`src/design/cbf_pkg.sv`:
```
// Shared types, action codes and helpers for the circular bit FIFO.
package cbf_pkg;

  localparam logic [1:0] ACT_PUSH       = 2'd0;
  localparam logic [1:0] ACT_POP        = 2'd1;
  localparam logic [1:0] ACT_POP_SIGNED = 2'd2;
  localparam logic [1:0] ACT_CLEAR      = 2'd3;

  localparam logic [5:0] MAX_BITS  = 6'd32;
  localparam logic [2:0] MAX_BYTES = 3'd5;

  typedef struct packed {
    logic load;
    logic wr;
    logic rd;
    logic finish;
  } cbf_cmd_t;

  typedef struct packed {
    logic do_write;
    logic do_read;
    logic last;
  } cbf_status_t;

  function automatic logic [31:0] low_mask(input logic [5:0] n);
    logic [32:0] m;
    m = (33'd1 << n) - 33'd1;
    return m[31:0];
  endfunction

endpackage

```
`src/design/cbf_controller.sv`:
```
// Sequencing state machine for the circular bit FIFO.
module cbf_controller (
  input  logic                 clk_i,
  input  logic                 rst_ni,
  input  logic                 in_valid_i,
  output logic                 in_stall_o,
  output logic                 out_valid_o,
  input  logic                 out_stall_i,
  input  cbf_pkg::cbf_status_t status_i,
  output cbf_pkg::cbf_cmd_t    cmd_o
);
  import cbf_pkg::*;

  localparam logic [2:0] S_IDLE   = 3'd0;
  localparam logic [2:0] S_EXEC   = 3'd1;
  localparam logic [2:0] S_WRITE  = 3'd2;
  localparam logic [2:0] S_READ   = 3'd3;
  localparam logic [2:0] S_DRAIN  = 3'd4;
  localparam logic [2:0] S_FINISH = 3'd5;

  logic [2:0] state_q, state_d;
  logic       out_valid_q, out_valid_d;
  logic       out_free;

  assign out_free    = !out_valid_q || !out_stall_i;
  assign in_stall_o  = (state_q != S_IDLE);
  assign out_valid_o = out_valid_q;

  always_comb begin
    state_d    = state_q;
    cmd_o      = '0;
    case (state_q)
      S_IDLE: begin
        if (in_valid_i) begin
          cmd_o.load = 1'b1;
          state_d    = S_EXEC;
        end
      end
      S_EXEC: begin
        if (status_i.do_write) begin
          state_d = S_WRITE;
        end else if (status_i.do_read) begin
          state_d = S_READ;
        end else begin
          state_d = S_FINISH;
        end
      end
      S_WRITE: begin
        cmd_o.wr = 1'b1;
        if (status_i.last) begin
          state_d = S_FINISH;
        end
      end
      S_READ: begin
        cmd_o.rd = 1'b1;
        if (status_i.last) begin
          state_d = S_DRAIN;
        end
      end
      S_DRAIN: begin
        state_d = S_FINISH;
      end
      S_FINISH: begin
        if (out_free) begin
          cmd_o.finish = 1'b1;
          state_d      = S_IDLE;
        end
      end
      default: begin
        state_d = S_IDLE;
      end
    endcase
  end

  always_comb begin
    out_valid_d = out_valid_q;
    if (cmd_o.finish) begin
      out_valid_d = 1'b1;
    end else if (!out_stall_i) begin
      out_valid_d = 1'b0;
    end
  end

  always_ff @(posedge clk_i or negedge rst_ni) begin
    if (!rst_ni) begin
      state_q     <= S_IDLE;
      out_valid_q <= 1'b0;
    end else begin
      state_q     <= state_d;
      out_valid_q <= out_valid_d;
    end
  end

endmodule

```
`src/design/cbf_datapath.sv`:
```
// Byte store, bit pointers and word assembly for the circular bit FIFO.
module cbf_datapath #(
  parameter int STORE_BYTES = 256
) (
  input  logic                 clk_i,
  input  logic                 rst_ni,
  input  cbf_pkg::cbf_cmd_t    cmd_i,
  output cbf_pkg::cbf_status_t status_o,
  input  logic [1:0]           action_i,
  input  logic [31:0]          push_data_i,
  input  logic [5:0]           bit_count_i,
  output logic                 ok_o,
  output logic [31:0]          pop_data_o,
  output logic [10:0]          stored_bits_o,
  output logic [10:0]          free_bits_o
);
  import cbf_pkg::*;

  localparam int IDX_W = (STORE_BYTES > 1) ? $clog2(STORE_BYTES) : 1;
  localparam int PTR_W = IDX_W + 3;
  localparam int CW    = (PTR_W > 6) ? PTR_W : 6;
  localparam logic [PTR_W:0]   CAP      = (PTR_W + 1)'(STORE_BYTES * 8);
  localparam logic [PTR_W-1:0] FREE_MAX = PTR_W'(STORE_BYTES * 8 - 8);
  localparam logic [IDX_W-1:0] IDX_LAST = IDX_W'(STORE_BYTES - 1);

  logic [7:0]       mem [STORE_BYTES];
  logic [7:0]       rdata_q;

  logic [PTR_W-1:0] rp_q, wp_q, cnt_q;
  logic [7:0]       tail_q;
  logic [1:0]       act_q;
  logic [5:0]       n_q;
  logic [2:0]       off_q;
  logic             ok_q;
  logic [39:0]      word_q;
  logic [IDX_W-1:0] idx_q;
  logic [2:0]       k_q, cap_q, nbytes_q;
  logic             rd_pend_q;
  logic             ok_out_q;
  logic [31:0]      pop_out_q;

  // load-time values
  logic [5:0]       n_sat;
  logic [2:0]       off_new;
  logic [PTR_W-1:0] ptr_sel;
  logic [PTR_W-1:0] free_now;
  logic             ok_new;
  logic [31:0]      data_m;
  logic [7:0]       tail_keep;
  logic [39:0]      word_new;
  logic [6:0]       span;

  // finish-time values
  logic [PTR_W:0]   wp_sum, rp_sum;
  logic [PTR_W-1:0] wp_next, rp_next;
  logic [39:0]      shifted;
  logic [31:0]      raw, mask_n, pop_val;
  logic             sign_bit;
  logic             is_pop;
  logic [IDX_W-1:0] idx_inc;

  always_comb begin
    n_sat     = (bit_count_i > MAX_BITS) ? MAX_BITS : bit_count_i;
    ptr_sel   = (action_i == ACT_PUSH) ? wp_q : rp_q;
    off_new   = ptr_sel[2:0];
    free_now  = FREE_MAX - cnt_q;
    case (action_i)
      ACT_PUSH:       ok_new = CW'(free_now) >= CW'(n_sat);
      ACT_POP:        ok_new = CW'(cnt_q) >= CW'(n_sat);
      ACT_POP_SIGNED: ok_new = CW'(cnt_q) >= CW'(n_sat);
      default:        ok_new = 1'b1;
    endcase
    data_m    = push_data_i & low_mask(n_sat);
    tail_keep = tail_q & (8'hFF >> (4'd8 - {1'b0, off_new}));
    word_new  = ({8'h00, data_m} << off_new) | {32'h0, tail_keep};
    span      = 7'({4'b0000, off_new} + {1'b0, n_sat} + 7'd7);
  end

  assign idx_inc = (idx_q == IDX_LAST) ? '0 : idx_q + IDX_W'(1);

  assign is_pop = (act_q == ACT_POP) || (act_q == ACT_POP_SIGNED);

  assign status_o.do_write = ok_q && (act_q == ACT_PUSH) && (nbytes_q != 3'd0);
  assign status_o.do_read  = ok_q && is_pop && (nbytes_q != 3'd0);
  assign status_o.last     = (k_q == nbytes_q - 3'd1);

  always_comb begin
    wp_sum   = {1'b0, wp_q} + (PTR_W + 1)'(n_q);
    rp_sum   = {1'b0, rp_q} + (PTR_W + 1)'(n_q);
    wp_next  = (wp_sum >= CAP) ? PTR_W'(wp_sum - CAP) : PTR_W'(wp_sum);
    rp_next  = (rp_sum >= CAP) ? PTR_W'(rp_sum - CAP) : PTR_W'(rp_sum);
    shifted  = word_q >> off_q;
    raw      = shifted[31:0];
    mask_n   = low_mask(n_q);
    sign_bit = raw[5'(n_q - 6'd1)];
    pop_val  = raw & mask_n;
    if ((act_q == ACT_POP_SIGNED) && (n_q != 6'd0) && (n_q < MAX_BITS) && sign_bit) begin
      pop_val = pop_val | ~mask_n;
    end
    if (!(ok_q && is_pop)) begin
      pop_val = 32'h0;
    end
  end

  // byte store: one write and one registered read per cycle
  always_ff @(posedge clk_i) begin
    if (cmd_i.wr) begin
      mem[idx_q] <= word_q[7:0];
    end
    if (cmd_i.rd) begin
      rdata_q <= mem[idx_q];
    end
  end

  // item registers, no reset needed
  always_ff @(posedge clk_i) begin
    if (cmd_i.load) begin
      act_q    <= action_i;
      n_q      <= n_sat;
      off_q    <= off_new;
      word_q   <= word_new;
      idx_q    <= ptr_sel[PTR_W-1:3];
      nbytes_q <= span[5:3];
    end else begin
      if (cmd_i.wr) begin
        word_q <= word_q >> 8;
        tail_q <= word_q[7:0];
      end
      if (cmd_i.wr || cmd_i.rd) begin
        idx_q <= idx_inc;
      end
      if (rd_pend_q) begin
        for (int j = 0; j < 5; j++) begin
          if (cap_q == 3'(j)) begin
            word_q[8*j +: 8] <= rdata_q;
          end
        end
      end
    end
    if (cmd_i.finish) begin
      ok_out_q  <= ok_q;
      pop_out_q <= pop_val;
    end
  end

  always_ff @(posedge clk_i or negedge rst_ni) begin
    if (!rst_ni) begin
      rp_q      <= '0;
      wp_q      <= '0;
      cnt_q     <= '0;
      ok_q      <= 1'b0;
      k_q       <= '0;
      cap_q     <= '0;
      rd_pend_q <= 1'b0;
    end else begin
      rd_pend_q <= cmd_i.rd;
      if (cmd_i.load) begin
        ok_q  <= ok_new;
        k_q   <= '0;
        cap_q <= '0;
      end else begin
        if (cmd_i.wr || cmd_i.rd) begin
          k_q <= k_q + 3'd1;
        end
        if (rd_pend_q) begin
          cap_q <= cap_q + 3'd1;
        end
      end
      if (cmd_i.finish) begin
        if (act_q == ACT_CLEAR) begin
          rp_q  <= '0;
          wp_q  <= '0;
          cnt_q <= '0;
        end else if (ok_q && act_q == ACT_PUSH) begin
          wp_q  <= wp_next;
          cnt_q <= cnt_q + PTR_W'(n_q);
        end else if (ok_q && is_pop) begin
          rp_q  <= rp_next;
          cnt_q <= cnt_q - PTR_W'(n_q);
        end
      end
    end
  end

  assign ok_o          = ok_out_q;
  assign pop_data_o    = pop_out_q;
  assign stored_bits_o = 11'(cnt_q);
  assign free_bits_o   = 11'(FREE_MAX - cnt_q);

`ifndef SYNTHESIS
  a_count_matches_ptrs: assert property (@(posedge clk_i) disable iff (!rst_ni)
    ({1'b0, cnt_q} == (({1'b0, wp_q} >= {1'b0, rp_q}) ?
                       ({1'b0, wp_q} - {1'b0, rp_q}) :
                       (CAP + {1'b0, wp_q} - {1'b0, rp_q}))))
    else $error("stored count disagrees with bit pointers");

  a_byte_span: assert property (@(posedge clk_i) disable iff (!rst_ni)
    (cmd_i.wr || cmd_i.rd) |-> (nbytes_q != 3'd0 && nbytes_q <= MAX_BYTES && k_q < nbytes_q))
    else $error("byte access outside item span");

  a_offset_from_ptr: assert property (@(posedge clk_i) disable iff (!rst_ni)
    cmd_i.load |=> (off_q == ((act_q == ACT_PUSH) ? wp_q[2:0] : rp_q[2:0])))
    else $error("bit offset not taken from the active pointer");
`endif

endmodule

```
`src/design/circular_bit_fifo.sv`:
```
// Top level of the circular bit FIFO: controller and datapath.
// Sequence, accept to result valid: load, exec, byte writes (push) or reads
//   and drain (pop), then finish into the result register. Clear, refused or
//   zero count on a byte boundary touch no byte; an item spans at most 5 bytes.
// Throughput: one store byte per cycle; the input stalls until finish.
// Reset: pointers and stored count clear at once; byte store holds garbage
//   until pushed, and needs no clearing pass.
module circular_bit_fifo #(
  parameter int STORE_BYTES = 256
) (
  input  logic        clk_i,
  input  logic        rst_ni,
  input  logic        in_valid_i,
  output logic        in_stall_o,
  input  logic [1:0]  action_i,
  input  logic [31:0] push_data_i,
  input  logic [5:0]  bit_count_i,
  output logic        out_valid_o,
  input  logic        out_stall_i,
  output logic        ok_o,
  output logic [31:0] pop_data_o,
  output logic [10:0] stored_bits_o,
  output logic [10:0] free_bits_o
);
  import cbf_pkg::*;

  // Commands flow controller -> datapath, status flows back.
  cbf_cmd_t    cmd;
  cbf_status_t status;

  // Sequence each transaction: load, byte writes or reads, then finish.
  cbf_controller u_ctrl (
    .clk_i       (clk_i),
    .rst_ni      (rst_ni),
    .in_valid_i  (in_valid_i),
    .in_stall_o  (in_stall_o),
    .out_valid_o (out_valid_o),
    .out_stall_i (out_stall_i),
    .status_i    (status),
    .cmd_o       (cmd)
  );

  // Hold the byte store, pointers and the result register; the result
  // register lets the output wait on a stall without blocking the next load.
  cbf_datapath #(
    .STORE_BYTES (STORE_BYTES)
  ) u_dp (
    .clk_i         (clk_i),
    .rst_ni        (rst_ni),
    .cmd_i         (cmd),
    .status_o      (status),
    .action_i      (action_i),
    .push_data_i   (push_data_i),
    .bit_count_i   (bit_count_i),
    .ok_o          (ok_o),
    .pop_data_o    (pop_data_o),
    .stored_bits_o (stored_bits_o),
    .free_bits_o   (free_bits_o)
  );

endmodule
```
`config.mk`:
```
export PLATFORM = sky130hd
export DESIGN_NAME = circular_bit_fifo
export DESIGN_NICKNAME = d
export VERILOG_FILES = /design/src/design/cbf_pkg.sv /design/src/design/cbf_controller.sv /design/src/design/cbf_datapath.sv /design/src/design/circular_bit_fifo.sv
export SDC_FILE = /design/constraint.sdc
export NUM_CORES = 2
export LEC_CHECK = 0
export BUFFER_PORTS_ARGS = -buffer_cell sky130_fd_sc_hd__buf_2
export CAP_MARGIN = 40
export CORE_ASPECT_RATIO = 0.7
export CORE_MARGIN = 3
export CORE_UTILIZATION = 61
export DETAILED_ROUTE_END_ITERATION = 8
export GPL_TIMING_DRIVEN = 0
export HOLD_SLACK_MARGIN = 0.1
export PLACE_DENSITY_LB_ADDON = 0.15
export SETUP_SLACK_MARGIN = 0.1
export SYNTH_ARGS = -nofsm -noshare
export SYNTH_HDL_FRONTEND = slang
export SYNTH_SLANG_ARGS = --single-unit
```
`constraint.sdc`:
```
create_clock -name clk_i -period 9.4 [get_ports clk_i]
set_input_delay 1.41 -clock clk_i [delete_from_list [all_inputs] [get_ports clk_i]]
set_output_delay 1.41 -clock clk_i [all_outputs]
set_load 0.05 [all_outputs]
```
==> impl_metrics.ini <==
[run_status]
status = finished, violations left
violations = DRC

[global_route]
grt_pass1_wl_um = 421000
grtUsageTotal_pct = 40.3
grt_overflow = 0
antenna_found_initial = 19
grt_max_degree = 92
grt_pass1_vias = 50203

[logic_synthesis]
ys_ff_latch = 2204
ys_warn_count = 0
synth_edf_count = 2119
post_synth_num_cell_types = 79
synth_area_leader_cell = edfxtp_1
synth.avg_cell_area_um2 = 19.0
synth.top_cell.area_share_pct = 69.2
postSynthCellCount = 4838
synth_fp_nets = 4950
synth_ff_type = edfxtp_1
synth_seq_area_share_pct = 71.3
yosysMostFrequentCell = edfxtp_1
ys_top_cells_by_area = edfxtp_1, mux4_2, nor2_1
async_flop_share_pct = 2.04
synth.top_cells.by_count = edfxtp_1, mux4_2, nor2_1
synth_area_mm2 = 0.0919

[clock_tree]
clk_pin_slew_worst_paths_ps = 70
cts_max_path_buffers = 3
htree_levels = 4
postCtsSetupRepairBufs = 0
cts_tree = done
clk_latency_ps = 850
cts_inserted_buffers = 195
cts_root_buf = clkbuf_16
ctsHoldBuffers = 0
cts-resized-gates = 0
cts.sinks = 2204

[drt]
drtPass1Iterations = 9
ant_nets = 0
vias = 55143
drt_iter0_drc = 11085
wl_per_cell_um = 41.7
vias_per_cell = 7.39
drt-total-wl_um = 311000
drc = 10

[floorplan]
start_util_pct = 61.8
die_h_um = 331
ios = 101
core_area_mm2 = 0.149
dieArea_mm2 = 0.155
rows = 118
dieWidth_um = 470

[finish]
fin_util_pct = 69.5
area_growth_pct = 12.5
register_area_mm2 = 0.0656
final_net_count = 5432
layout-drive-gt1-share_pct = 25.8
finalInstanceArea_mm2 = 0.103
fillers = 9226
multi_input_area_mm2 = 0.0249

[worst_setup_path]
worstPathCellList = clkbuf_1 -> clkbuf_1 -> buf_8 -> clkbuf_1 -> buf_2 -> buf_2 -> inv_1 -> ha_1 -> nand3_1 -> clkbuf_2 -> nor2_1 -> buf_4
worst-endpoint-arrival_ps = 7740
required_ps = 9990
start_kind = flip-flop
critPathMaxStageDelay_ps = 880
path_class = reg2reg
worst_path_max_delay_cell = clkbuf_2
crit_top_cell = clkbuf_1
endpoint_kind = flip-flop
crit_fanout = 10

[pwr]
swShare_pct = 39.4
seqPwrFrac_pct = 37.2
cellLeakagePower_nw = 33.5
clock_power_share_pct = 21.8
p_switching_w = 0.0139
ir_drop_uv = 262
p_int_w = 0.0215
powerDensity_mw_per_mm2 = 343
power_w = 0.0354
pwr-share-comb_pct = 41.0

[place]
dp_slack_ps = 2710
hpwl_um = 216000
placed_area_mm2 = 0.0972
portBuffers = 98
place.gp.congestion = 1.03

[min_path]
holdCritPathClass = reg2reg

[sta]
relSlewSlack_pct = 30.4
hold_viol = 0
rsz0062_at_grt = false
final_max_slew_viol_count = 0
finClkSkew_ps = 34.3
max_freq_ghz = 0.140
finalCritPeriodShare_pct = 76.0
worst_slew_pin_slew_ps = 1040
setup_viol = 0
final_critical_path_setup_slack_ps = 2250
fin_crit_ps = 7150

[flow_run]
maxCapViolCount = 0
## layout make-up
class	count	share of cell area [%]
diodes	11	0.0266
plain buffers	306	1.33
clock buffers	244	4.97
clock inverters	99	0.756
inverters	61	0.221
multi-input cells	2267	24.1
flip-flops and latches	2204	63.4
well taps	1980	2.40
repair buffers	285	2.81
## power by group through the flow
stage | Sequential, W | Combinational [W] | Clock, W
5_1_grt | 0.0132 | 0.0146 | 0.00806
3_3_place_gp | 0.0151 | 0.0119 | 0
4_1_cts | 0.0131 | 0.0137 | 0.00768
3_5_place_dp | 0.0133 | 0.0137 | 0
6_report | 0.0132 | 0.0145 | 0.00772
2_1_floorplan | 0.0140 | 0.00662 | 0
## critical path: cells and delay by family (launching register included)
kind,cells,cell delay (ps)
buffers and inverters,9,4690
adders and majority gates,1,390
and+or+nand+nor,2,1040
DFF,1,660
## metrics by stage
step / instances / hold WS [ps] / setup TNS, ps
final: 7457 / 540 / 0
after global routing: 7447 / 573 / 0
after CTS: 7431 / 522 / 0
after detailed placement: 7088 / 504 / 0
after global placement: 6916 / 490 / -35930
after floorplan: 4838 / 465 / 0
## flip-flops by register name, indices dropped and copies added (netlist names), 2 cells and up
signal              count
u_dp.tail_q             8
u_dp.stored_bits_o     11
u_dp.nbytes_q           3
u_dp.rdata_q            8
u_dp.k_q                3
u_ctrl.state_q          3
u_dp.n_q                6
u_dp.off_q              3
u_dp.idx_q              8
u_dp.pop_data_o        32
u_dp.rp_q              11
u_dp.word_q            40
u_dp.cap_q              3
u_dp.wp_q              11
u_dp.mem             2048
u_dp.act_q              2
## cell usage in the layout, fill, tap and decap left out, drive strengths merged, types with 8 or more instances in the layout
master / instances
bufinv: 9
o21ai: 101
o22ai: 12
o31ai: 8
o211ai: 11
inv: 63
nand2: 206
and3: 14
a221oi: 9
nor2: 405
a31oi: 25
edfxtp: 2119
nand3: 85
nor4: 10
mux4: 684
xor2: 35
xnor2: 35
ha: 65
nand4: 19
nand2b: 24
clkbuf: 443
a21oi: 129
nor3: 30
and2: 20
a21o: 18
o21a: 8
diode: 11
a2111oi: 8
mux2i: 102
dfxtp: 40
a211oi: 31
nor2b: 43
a22oi: 19
dfrtp: 45
mux2: 32
buf: 392
clkinv: 86
## kinds of logic (layout without fill, tap and decap cells)
group,count (synthesis),after routing,synth area share (%)
flops,2204,2204,71.3
simple gates,883,883,4.23
mux,818,818,18.3
compound gates,428,428,2.93
buf+inv,367,995,1.65
xor+xnor,70,70,0.667
fa+ha+maj,68,68,0.950
other cells,0,11,0
## layer usage
metal  global-route usage [%]  up-vias  share of wire, %
met1                     58.2    28255                36
met3                     20.8      802                19
met5                        0        -              0.18
li1                         -    20686                 -
met4                     16.2       22               4.7
met2                     51.9     5378                40
## final timing paths
| kind | slack (ps) | endpoint | depth (start not counted) | from |
|---|---|---|---|---|
| max | 2250 | u_dp.mem[108][4] | 12 | u_dp.idx_q[1] |
| min | 540 | u_dp.word_q[39] | 2 | u_dp.word_q[39] |
| max reg2reg | 2250 | u_dp.mem[108][4] | 12 | u_dp.idx_q[1] |
| min reg2reg | 540 | u_dp.word_q[39] | 2 | u_dp.word_q[39] |
| max in group asynchronous | 8280 | u_dp.wp_q[7] | 2 | rst_ni |
| min in group asynchronous | 560 | u_dp.stored_bits_o[1] | 1 | rst_ni |
Power figures use the tool's default switching activity.
